### src/rtl/gim_pkg.sv
// Shared types, codes and sizes for the graph incidence matrix store.
`default_nettype none

package gim_pkg;

	localparam int MAX_V = 16;
	localparam int MAX_E = 32;
	localparam int VW    = $clog2(MAX_V);
	localparam int EW    = $clog2(MAX_E);
	localparam int VCW   = VW + 1;
	localparam int ECW   = EW + 1;

	localparam logic [VCW-1:0] VCOUNT_RST = VCW'(MAX_V);
	localparam logic [ECW-1:0] ECOUNT_RST = ECW'(MAX_E);

	localparam logic [1:0] ACT_ADD      = 2'd0;
	localparam logic [1:0] ACT_DEGREE   = 2'd1;
	localparam logic [1:0] ACT_NEIGHBOR = 2'd2;
	localparam logic [1:0] ACT_ISOLATED = 2'd3;

	localparam logic [1:0] ENT_ZERO = 2'b00;
	localparam logic [1:0] ENT_POS  = 2'b01;
	localparam logic [1:0] ENT_NEG  = 2'b11;

	localparam logic [1:0] REG_DIRECTED = 2'd0;
	localparam logic [1:0] REG_VCOUNT   = 2'd1;
	localparam logic [1:0] REG_ECOUNT   = 2'd2;

	typedef logic [1:0] ent_t;
	typedef ent_t [MAX_V-1:0] col_t;

	typedef struct packed {
		logic [1:0]    action;
		logic [VW-1:0] first_vertex;
		logic [VW-1:0] second_vertex;
		logic [EW-1:0] edge_slot;
	} req_t;

	typedef struct packed {
		logic [ECW-1:0] degree_count;
		logic [VW-1:0]  neighbor_vertex;
		logic           neighbor_found;
		logic           vertex_isolated;
		logic           index_error;
		logic           last_result;
	} rsp_t;

	typedef struct packed {
		logic           directed;
		logic [VCW-1:0] n_act;
		logic [ECW-1:0] m_act;
	} cfg_t;

	typedef struct packed {
		logic item_load;
		logic add_rd;
		logic add_wr;
		logic scan_rd;
		logic scan_step;
		logic emit_pend;
		logic emit_final;
	} cmd_t;

	typedef struct packed {
		logic       err;
		logic [1:0] act;
		logic       j_done;
		logic       nb_hit;
		logic       pend_vld;
		logic       out_free;
	} sts_t;

endpackage

`default_nettype wire

### src/rtl/graph_incidence_matrix_store.sv
// Graph incidence matrix store: top level with configuration registers.
// Add edge: decode, column read, column write and result steps from accept to next accept.
// Queries: decode, then for each of the m edge columns in use one memory read and one
// evaluate step on the single column memory port, then the result step. The result step,
// and an evaluate step that must send out a held neighbour, wait while the output is stalled.
// Reset clears the matrix at once through per-column valid bits; no clearing pass.
`default_nettype none

module graph_incidence_matrix_store import gim_pkg::*; (
	input  wire logic        clk,
	input  wire logic        arst_n,
	input  wire logic        psel,
	input  wire logic        penable,
	input  wire logic        pwrite,
	input  wire logic [3:0]  paddr,
	input  wire logic [31:0] pwdata,
	output logic [31:0]      prdata,
	output logic             pready,
	input  wire logic        req_valid,
	output logic             req_stall,
	input  wire req_t        req,
	output logic             rsp_valid,
	input  wire logic        rsp_stall,
	output rsp_t             rsp
);

	logic           directed_q;
	logic [VCW-1:0] vcount_q;
	logic [ECW-1:0] ecount_q;
	logic           wr_en;
	cfg_t           cfg;
	cmd_t           cmd;
	sts_t           sts;

	assign pready = 1'b1;
	assign wr_en  = psel && penable && pwrite && pready;

	always_ff @(posedge clk or negedge arst_n) begin
		if (!arst_n) begin
			directed_q <= 1'b0;
			vcount_q   <= VCOUNT_RST;
			ecount_q   <= ECOUNT_RST;
		end else if (wr_en) begin
			unique case (paddr[3:2])
				REG_DIRECTED: directed_q <= pwdata[0];
				REG_VCOUNT:   vcount_q   <= pwdata[VCW-1:0];
				REG_ECOUNT:   ecount_q   <= pwdata[ECW-1:0];
				default: ;
			endcase
		end
	end

	always_comb begin
		prdata = '0;
		unique case (paddr[3:2])
			REG_DIRECTED: prdata = {31'd0, directed_q};
			REG_VCOUNT:   prdata = {{(32-VCW){1'b0}}, vcount_q};
			REG_ECOUNT:   prdata = {{(32-ECW){1'b0}}, ecount_q};
			default:      prdata = '0;
		endcase
	end

	assign cfg.directed = directed_q;
	assign cfg.n_act    = (vcount_q > VCOUNT_RST) ? VCOUNT_RST : vcount_q;
	assign cfg.m_act    = (ecount_q > ECOUNT_RST) ? ECOUNT_RST : ecount_q;

	gim_ctrl u_ctrl (
		.clk       (clk),
		.arst_n    (arst_n),
		.req_valid (req_valid),
		.req_stall (req_stall),
		.sts       (sts),
		.cmd       (cmd)
	);

	gim_dp u_dp (
		.clk       (clk),
		.arst_n    (arst_n),
		.cfg       (cfg),
		.req       (req),
		.cmd       (cmd),
		.sts       (sts),
		.rsp_valid (rsp_valid),
		.rsp_stall (rsp_stall),
		.rsp       (rsp)
	);

endmodule

`default_nettype wire

### src/rtl/gim_ctrl.sv
// Sequencing state machine for the incidence matrix store.
`default_nettype none

module gim_ctrl import gim_pkg::*; (
	input  wire logic clk,
	input  wire logic arst_n,
	input  wire logic req_valid,
	output logic      req_stall,
	input  wire sts_t sts,
	output cmd_t      cmd
);

	localparam logic [2:0] S_IDLE    = 3'd0;
	localparam logic [2:0] S_DECODE  = 3'd1;
	localparam logic [2:0] S_ADD_RD  = 3'd2;
	localparam logic [2:0] S_ADD_WR  = 3'd3;
	localparam logic [2:0] S_SCAN_RD = 3'd4;
	localparam logic [2:0] S_SCAN_EV = 3'd5;
	localparam logic [2:0] S_FIN     = 3'd6;

	logic [2:0] state_q, state_d;

	assign req_stall = (state_q != S_IDLE);

	always_comb begin
		state_d = state_q;
		cmd     = '0;
		unique case (state_q)
			S_IDLE: begin
				if (req_valid) begin
					cmd.item_load = 1'b1;
					state_d       = S_DECODE;
				end
			end
			S_DECODE: begin
				if (sts.err) begin
					state_d = S_FIN;
				end else if (sts.act == ACT_ADD) begin
					state_d = S_ADD_RD;
				end else begin
					state_d = S_SCAN_RD;
				end
			end
			S_ADD_RD: begin
				cmd.add_rd = 1'b1;
				state_d    = S_ADD_WR;
			end
			S_ADD_WR: begin
				cmd.add_wr = 1'b1;
				state_d    = S_FIN;
			end
			S_SCAN_RD: begin
				if (sts.j_done) begin
					state_d = S_FIN;
				end else begin
					cmd.scan_rd = 1'b1;
					state_d     = S_SCAN_EV;
				end
			end
			S_SCAN_EV: begin
				// a held neighbour goes out before the new one replaces it
				if (!(sts.nb_hit && sts.pend_vld && !sts.out_free)) begin
					cmd.scan_step = 1'b1;
					cmd.emit_pend = sts.nb_hit && sts.pend_vld;
					state_d       = S_SCAN_RD;
				end
			end
			S_FIN: begin
				if (sts.out_free) begin
					cmd.emit_final = 1'b1;
					state_d        = S_IDLE;
				end
			end
			default: state_d = S_IDLE;
		endcase
	end

	always_ff @(posedge clk or negedge arst_n) begin
		if (!arst_n) begin
			state_q <= S_IDLE;
		end else begin
			state_q <= state_d;
		end
	end

endmodule

`default_nettype wire

### src/rtl/gim_dp.sv
// Datapath: column memory, scan counters, neighbour pick and result register.
`default_nettype none

module gim_dp import gim_pkg::*; (
	input  wire logic clk,
	input  wire logic arst_n,
	input  wire cfg_t cfg,
	input  wire req_t req,
	input  wire cmd_t cmd,
	output sts_t      sts,
	output logic      rsp_valid,
	input  wire logic rsp_stall,
	output rsp_t      rsp
);

	col_t             mem [MAX_E];
	logic [MAX_E-1:0] col_vld_q;
	col_t             rdata_s1;
	logic             rd_vld_s1;

	req_t             item_q;
	logic             err_q;
	logic [ECW-1:0]   j_q;
	logic [ECW-1:0]   deg_q;
	logic             iso_q;
	logic [VW-1:0]    pend_q;
	logic             pend_vld_q;
	logic             rsp_valid_q;
	rsp_t             rsp_q;

	logic             rd_en;
	logic [EW-1:0]    rd_addr;
	col_t             col;
	col_t             wcol;
	ent_t             ent;
	logic             hit;
	logic [MAX_V-1:0] cand;
	logic [VW-1:0]    nb;
	logic             found;
	logic             deg_inc;
	logic             err_in;
	logic             out_free;
	rsp_t             res;

	assign err_in = ({1'b0, req.first_vertex} >= cfg.n_act) ||
		((req.action == ACT_ADD) &&
		 (({1'b0, req.second_vertex} >= cfg.n_act) ||
		  ({1'b0, req.edge_slot} >= cfg.m_act)));

	assign rd_en   = cmd.add_rd || cmd.scan_rd;
	assign rd_addr = cmd.add_rd ? item_q.edge_slot : j_q[EW-1:0];

	assign col = rd_vld_s1 ? rdata_s1 : '0;
	assign ent = col[item_q.first_vertex];
	assign hit = (ent != ENT_ZERO);
	assign deg_inc = hit && (!cfg.directed || ent == ENT_POS);

	always_comb begin
		wcol = col;
		wcol[item_q.first_vertex]  = ENT_POS;
		wcol[item_q.second_vertex] = cfg.directed ? ENT_NEG : ENT_POS;
	end

	always_comb begin
		nb = '0;
		for (int i = 0; i < MAX_V; i++) begin
			cand[i] = (col[i] != ENT_ZERO) && (VW'(i) != item_q.first_vertex) &&
				(VCW'(i) < cfg.n_act);
		end
		for (int i = MAX_V - 1; i >= 0; i--) begin
			if (cand[i]) begin
				nb = VW'(i);
			end
		end
		found = |cand;
	end

	assign out_free = !rsp_valid_q || !rsp_stall;

	assign sts.err      = err_q;
	assign sts.act      = item_q.action;
	assign sts.j_done   = (j_q >= cfg.m_act);
	assign sts.nb_hit   = (item_q.action == ACT_NEIGHBOR) && hit && found;
	assign sts.pend_vld = pend_vld_q;
	assign sts.out_free = out_free;

	always_comb begin
		res = '0;
		if (cmd.emit_pend) begin
			res.neighbor_vertex = pend_q;
			res.neighbor_found  = 1'b1;
		end else begin
			res.last_result = 1'b1;
			if (err_q) begin
				res.index_error = 1'b1;
			end else begin
				case (item_q.action)
					ACT_DEGREE:   res.degree_count = deg_q;
					ACT_ISOLATED: res.vertex_isolated = iso_q;
					ACT_NEIGHBOR: begin
						res.neighbor_vertex = pend_vld_q ? pend_q : '0;
						res.neighbor_found  = pend_vld_q;
					end
					default: ;
				endcase
			end
		end
	end

	always_ff @(posedge clk) begin
		if (cmd.add_wr) begin
			mem[item_q.edge_slot] <= wcol;
		end
	end

	always_ff @(posedge clk) begin
		if (rd_en) begin
			rdata_s1  <= mem[rd_addr];
			rd_vld_s1 <= col_vld_q[rd_addr];
		end
	end

	always_ff @(posedge clk) begin
		if (cmd.item_load) begin
			item_q <= req;
			err_q  <= err_in;
		end
		if (cmd.scan_step && sts.nb_hit) begin
			pend_q <= nb;
		end
		if (cmd.emit_pend || cmd.emit_final) begin
			rsp_q <= res;
		end
	end

	always_ff @(posedge clk or negedge arst_n) begin
		if (!arst_n) begin
			col_vld_q   <= '0;
			j_q         <= '0;
			deg_q       <= '0;
			iso_q       <= 1'b1;
			pend_vld_q  <= 1'b0;
			rsp_valid_q <= 1'b0;
		end else begin
			if (cmd.add_wr) begin
				col_vld_q[item_q.edge_slot] <= 1'b1;
			end
			if (cmd.item_load) begin
				j_q        <= '0;
				deg_q      <= '0;
				iso_q      <= 1'b1;
				pend_vld_q <= 1'b0;
			end else if (cmd.scan_step) begin
				j_q <= j_q + ECW'(1);
				if (deg_inc) begin
					deg_q <= deg_q + ECW'(1);
				end
				if (hit) begin
					iso_q <= 1'b0;
				end
				if (sts.nb_hit) begin
					pend_vld_q <= 1'b1;
				end
			end
			if (cmd.emit_pend || cmd.emit_final) begin
				rsp_valid_q <= 1'b1;
			end else if (!rsp_stall) begin
				rsp_valid_q <= 1'b0;
			end
		end
	end

	assign rsp_valid = rsp_valid_q;
	assign rsp       = rsp_q;

endmodule

`default_nettype wire

### config.mk
export PLATFORM = sky130hd
export DESIGN_NAME = graph_incidence_matrix_store
export DESIGN_NICKNAME = d
export VERILOG_FILES = /design/src/rtl/gim_pkg.sv /design/src/rtl/graph_incidence_matrix_store.sv /design/src/rtl/gim_ctrl.sv /design/src/rtl/gim_dp.sv
export SDC_FILE = /design/constraint.sdc
export NUM_CORES = 2
export LEC_CHECK = 0
export BUFFER_PORTS_ARGS = -buffer_cell sky130_fd_sc_hd__buf_2
export CAP_MARGIN = 5
export CORE_UTILIZATION = 60
export CTS_CLUSTER_DIAMETER = 50
export DETAILED_ROUTE_END_ITERATION = 8
export GPL_ROUTABILITY_DRIVEN = 0
export PLACE_DENSITY = 0.81
export SETUP_SLACK_MARGIN = 0.05
export SYNTH_ARGS = -nofsm -noshare
export SYNTH_HDL_FRONTEND = slang
export SYNTH_SLANG_ARGS = --single-unit
### constraint.sdc
create_clock -name clk -period 6 [get_ports clk]
set_clock_uncertainty 0.15 [all_clocks]
set_input_delay 0 -clock clk [delete_from_list [all_inputs] [get_ports clk]]
set_output_delay 0 -clock clk [all_outputs]
set_load 0.01 [all_outputs]
==> reports/qor.yml <==
status: "finished clean"
hold_class: "primary input to register"
grt_pass1_wl_um: 170000
yosys.area.top_type: "edfxtp_1"
critPathArrivalTime_ps: 4310
end_kind: "register"
postCtsSetupBuffers: 0
peakVddDrop_mv: 0.561
cp_cell_sequence: "nand2b_1 > nor2_2 > buf_4 > mux2i_4 > buf_4 > mux4_2 > mux2i_1 > a32oi_1 > and3_1"
layout_common_cells: "edfxtp_1 (1091), nand2_1 (271), mux4_2 (269)"
required_ps: 6290
core_um2: 76100
cts_buffer_depth: 3
drc: 0
vias: 25600
synthCells: 2443
grt_max_degree: 88
r2r_cells: 9
fillCellCount: 4561
path_clk_slew_ps: 60
crit_fanout: 36
fp-row-count: 101
grt_pass1_vias: 26000
power-per-cell-area_nw_per_um2: 480
cpPeakStageDelay_ps: 660
finalNetCount: 2683
worst_setup_path_start_kind: "register"
hpwl_um: 59800
synth_edf_count: 1091
die_x_um: 280
drive_gt1_share_pct: 24.6
maxCapViolCount: 0
switching_share_pct: 31.2
synth_area_per_cell_um2: 18.9
grt_use_total_pct: 30.5
viasPerCell: 6.86
ant_nets: 0
ctsRootBufferMaster: "clkbuf_16"
critPathKind: "register to register"
placed_area_um2: 48100
p_int_mw: 17.3
reg2reg_slack_ps: 1980
first_pass_iters: 5
die_area_um2: 78200
final_cell_area_um2: 52300
die_y_um: 280
worst_slew_pin_slew_ps: 1310
wl_per_cell_um: 31.3
clk_latency_ps: 700
combPwrFrac_pct: 28.9
crit_top_cell: "buf_4"
switchingPower_mw: 7.85
port_buffers: 51
routed_wl_um: 117000
pwr-share-seq_pct: 43.5
yosysUniqueCellTypes: 71
ys_top_cells_by_area: "edfxtp_1 (71%), mux4_2 (13%), dfrtp_1 (3.2%), nand2_1 (2.2%), mux2i_1 (1.0%)"
final_common_cell: "edfxtp_1"
tns_ps: 0
overflow: 0
dp.cells: 3461
grt_antenna_before_repair: 4
synth.top_cell.area_share_pct: 70.8
fmax_mhz: 249
initial_core_util_pct: 60.8
synth_flop_cell: "edfxtp_1"
p_clk_share_pct: 27.6
cts_tree: "yes"
holdPathStages: 5
final_hold_viol_count: 0
yosysWarnings: 0
area_growth_pct: 13.1
rsz0062_at_grt: "no"
drv_slew: 0
async_reset_ff_share_pct: 5.38
final-setup-viol-count: 0
fin_crit_ps: 4020
cts_htree_levels: 3
slew_headroom_pct: 12.7
drt_iter0_markers: 3474
worst_path_max_delay_cell: "buf_4"
power.leakage_nw: 17.6
fin_cells: 3726
io_pins: 107
yosysSeqAreaShare_pct: 74.2
cts-buffers-inserted: 113
clock-sinks: 1153
synth-seq-cells: 1153
syn_area_um2: 46200
finalCritPeriodShare_pct: 67.1
==> path summary, 6_finish.rpt <==
check / start / endpoint
max: u_ctrl.state_q[2] / u_dp.rdata_s1[0]
max reg2reg: u_ctrl.state_q[2] / u_dp.rdata_s1[0]
min: paddr[3] / directed_q
min in group asynchronous: arst_n / u_dp.col_vld_q[19]
max in group asynchronous: arst_n / u_dp.col_vld_q[29]
min reg2reg: u_dp.col_vld_q[10] / u_dp.col_vld_q[10]
==> stage by stage <==
stage	total power [mW]	utilization (%)	worst slack [ps]	hold WS, ps
2_1_floorplan	15.9	-	2090	-446
3_3_place_gp	17.8	63.2	2080	57.6
3_5_place_dp	18.1	63.2	2060	52.6
4_1_cts	25.1	68.7	1990	86.0
5_1_grt	26.0	68.7	1750	152
6_report	25.1	68.7	1980	124
==> area by class of cell <==
cell class | count | area, µm² | area share (%)
timing repair buffer | 175 | 1420 | 2.72
inverter | 18 | 67.6 | 0.129
tap | 1030 | 1290 | 2.46
clock buffer | 133 | 2940 | 5.63
sequential | 1153 | 34300 | 65.6
antenna | 3 | 7.51 | 0.0144
multi-input combinational | 1143 | 11600 | 22.1
clock inverter | 71 | 656 | 1.25
==> Yosys cell counts (all sizes together), types with 6 or more instances <==
master   instances
ha              21
nand2b          18
o2111ai         10
edfxtp        1091
inv             18
mux2            12
clkbuf          65
buf             89
nor3             9
a21oi           12
mux4           269
a21o             8
dfrtp           59
o211ai           7
a32oi           33
o21ai           32
nand4           17
nand2          271
mux2i           47
nor2            54
and2            12
nand3           94
and3            38
nor2b           18
nor3b            6
or3             10
or2             37
==> registers in the layout, indices dropped and copies added, names as in the netlist, 2 cells and up <==
name	cells
u_dp.rsp	14
u_dp.item_q	13
u_dp.pend_q	4
u_dp.mem	1024
u_dp.sts	2
u_dp.j_q	6
u_dp.deg_q	6
vcount_q	5
ecount_q	6
u_ctrl.state_q	3
u_dp.col_vld_q	32
u_dp.rdata_s1	32
==> kinds of logic (layout without fill, tap and decap cells) <==
logic type               Yosys count  count (layout)  synth area share, %
AO/OA/AOI/OAI                    152             152                 2.50
adder cells (fa/ha/maj)           21              21                0.568
buffers and inverters            172             397                 1.76
flip-flops                      1153            1153                 74.2
multiplexers                     328             328                 14.4
other                              2              30               0.0162
AND/OR/NAND/NOR                  615             615                 6.55
==> power groups by stage <==
stage	clock network (mW)	logic [mW]	registers [mW]
floorplan	0	5.16	10.8
global placement	0	6.76	11.0
detailed placement	0	7.04	11.0
CTS	6.99	7.20	10.9
global route	7.29	7.73	10.9
finish	6.94	7.25	10.9
==> metal layers <==
metal / vias up / GRT usage, % / routed length (µm) / part of all wire (%)
met2: 1924 / 49.6 / 57200 / 49
li1: 10100 / - / - / -
met3: 446 / 6.65 / 13200 / 11
met5: - / 0 / 72 / 0.062
met4: 8 / 14.3 / 6130 / 5.2
met1: 13000 / 39.8 / 40200 / 34
==> what timing repair did <==
action,4_1_cts,5_1_grt
hold endpoints to repair,121,0
hold buffers,57,0
resized for setup,0,0
==> critical path: cells and delay by family, from the launching register on <==
family | cells | cell delay [ps]
AOI/OAI and AO/OA | 1 | 120
buffers and inverters | 2 | 960
and+or+nand+nor | 3 | 650
muxes | 3 | 1360
DFF | 1 | 470
No activity file was read; power rests on OpenSTA's default activity.
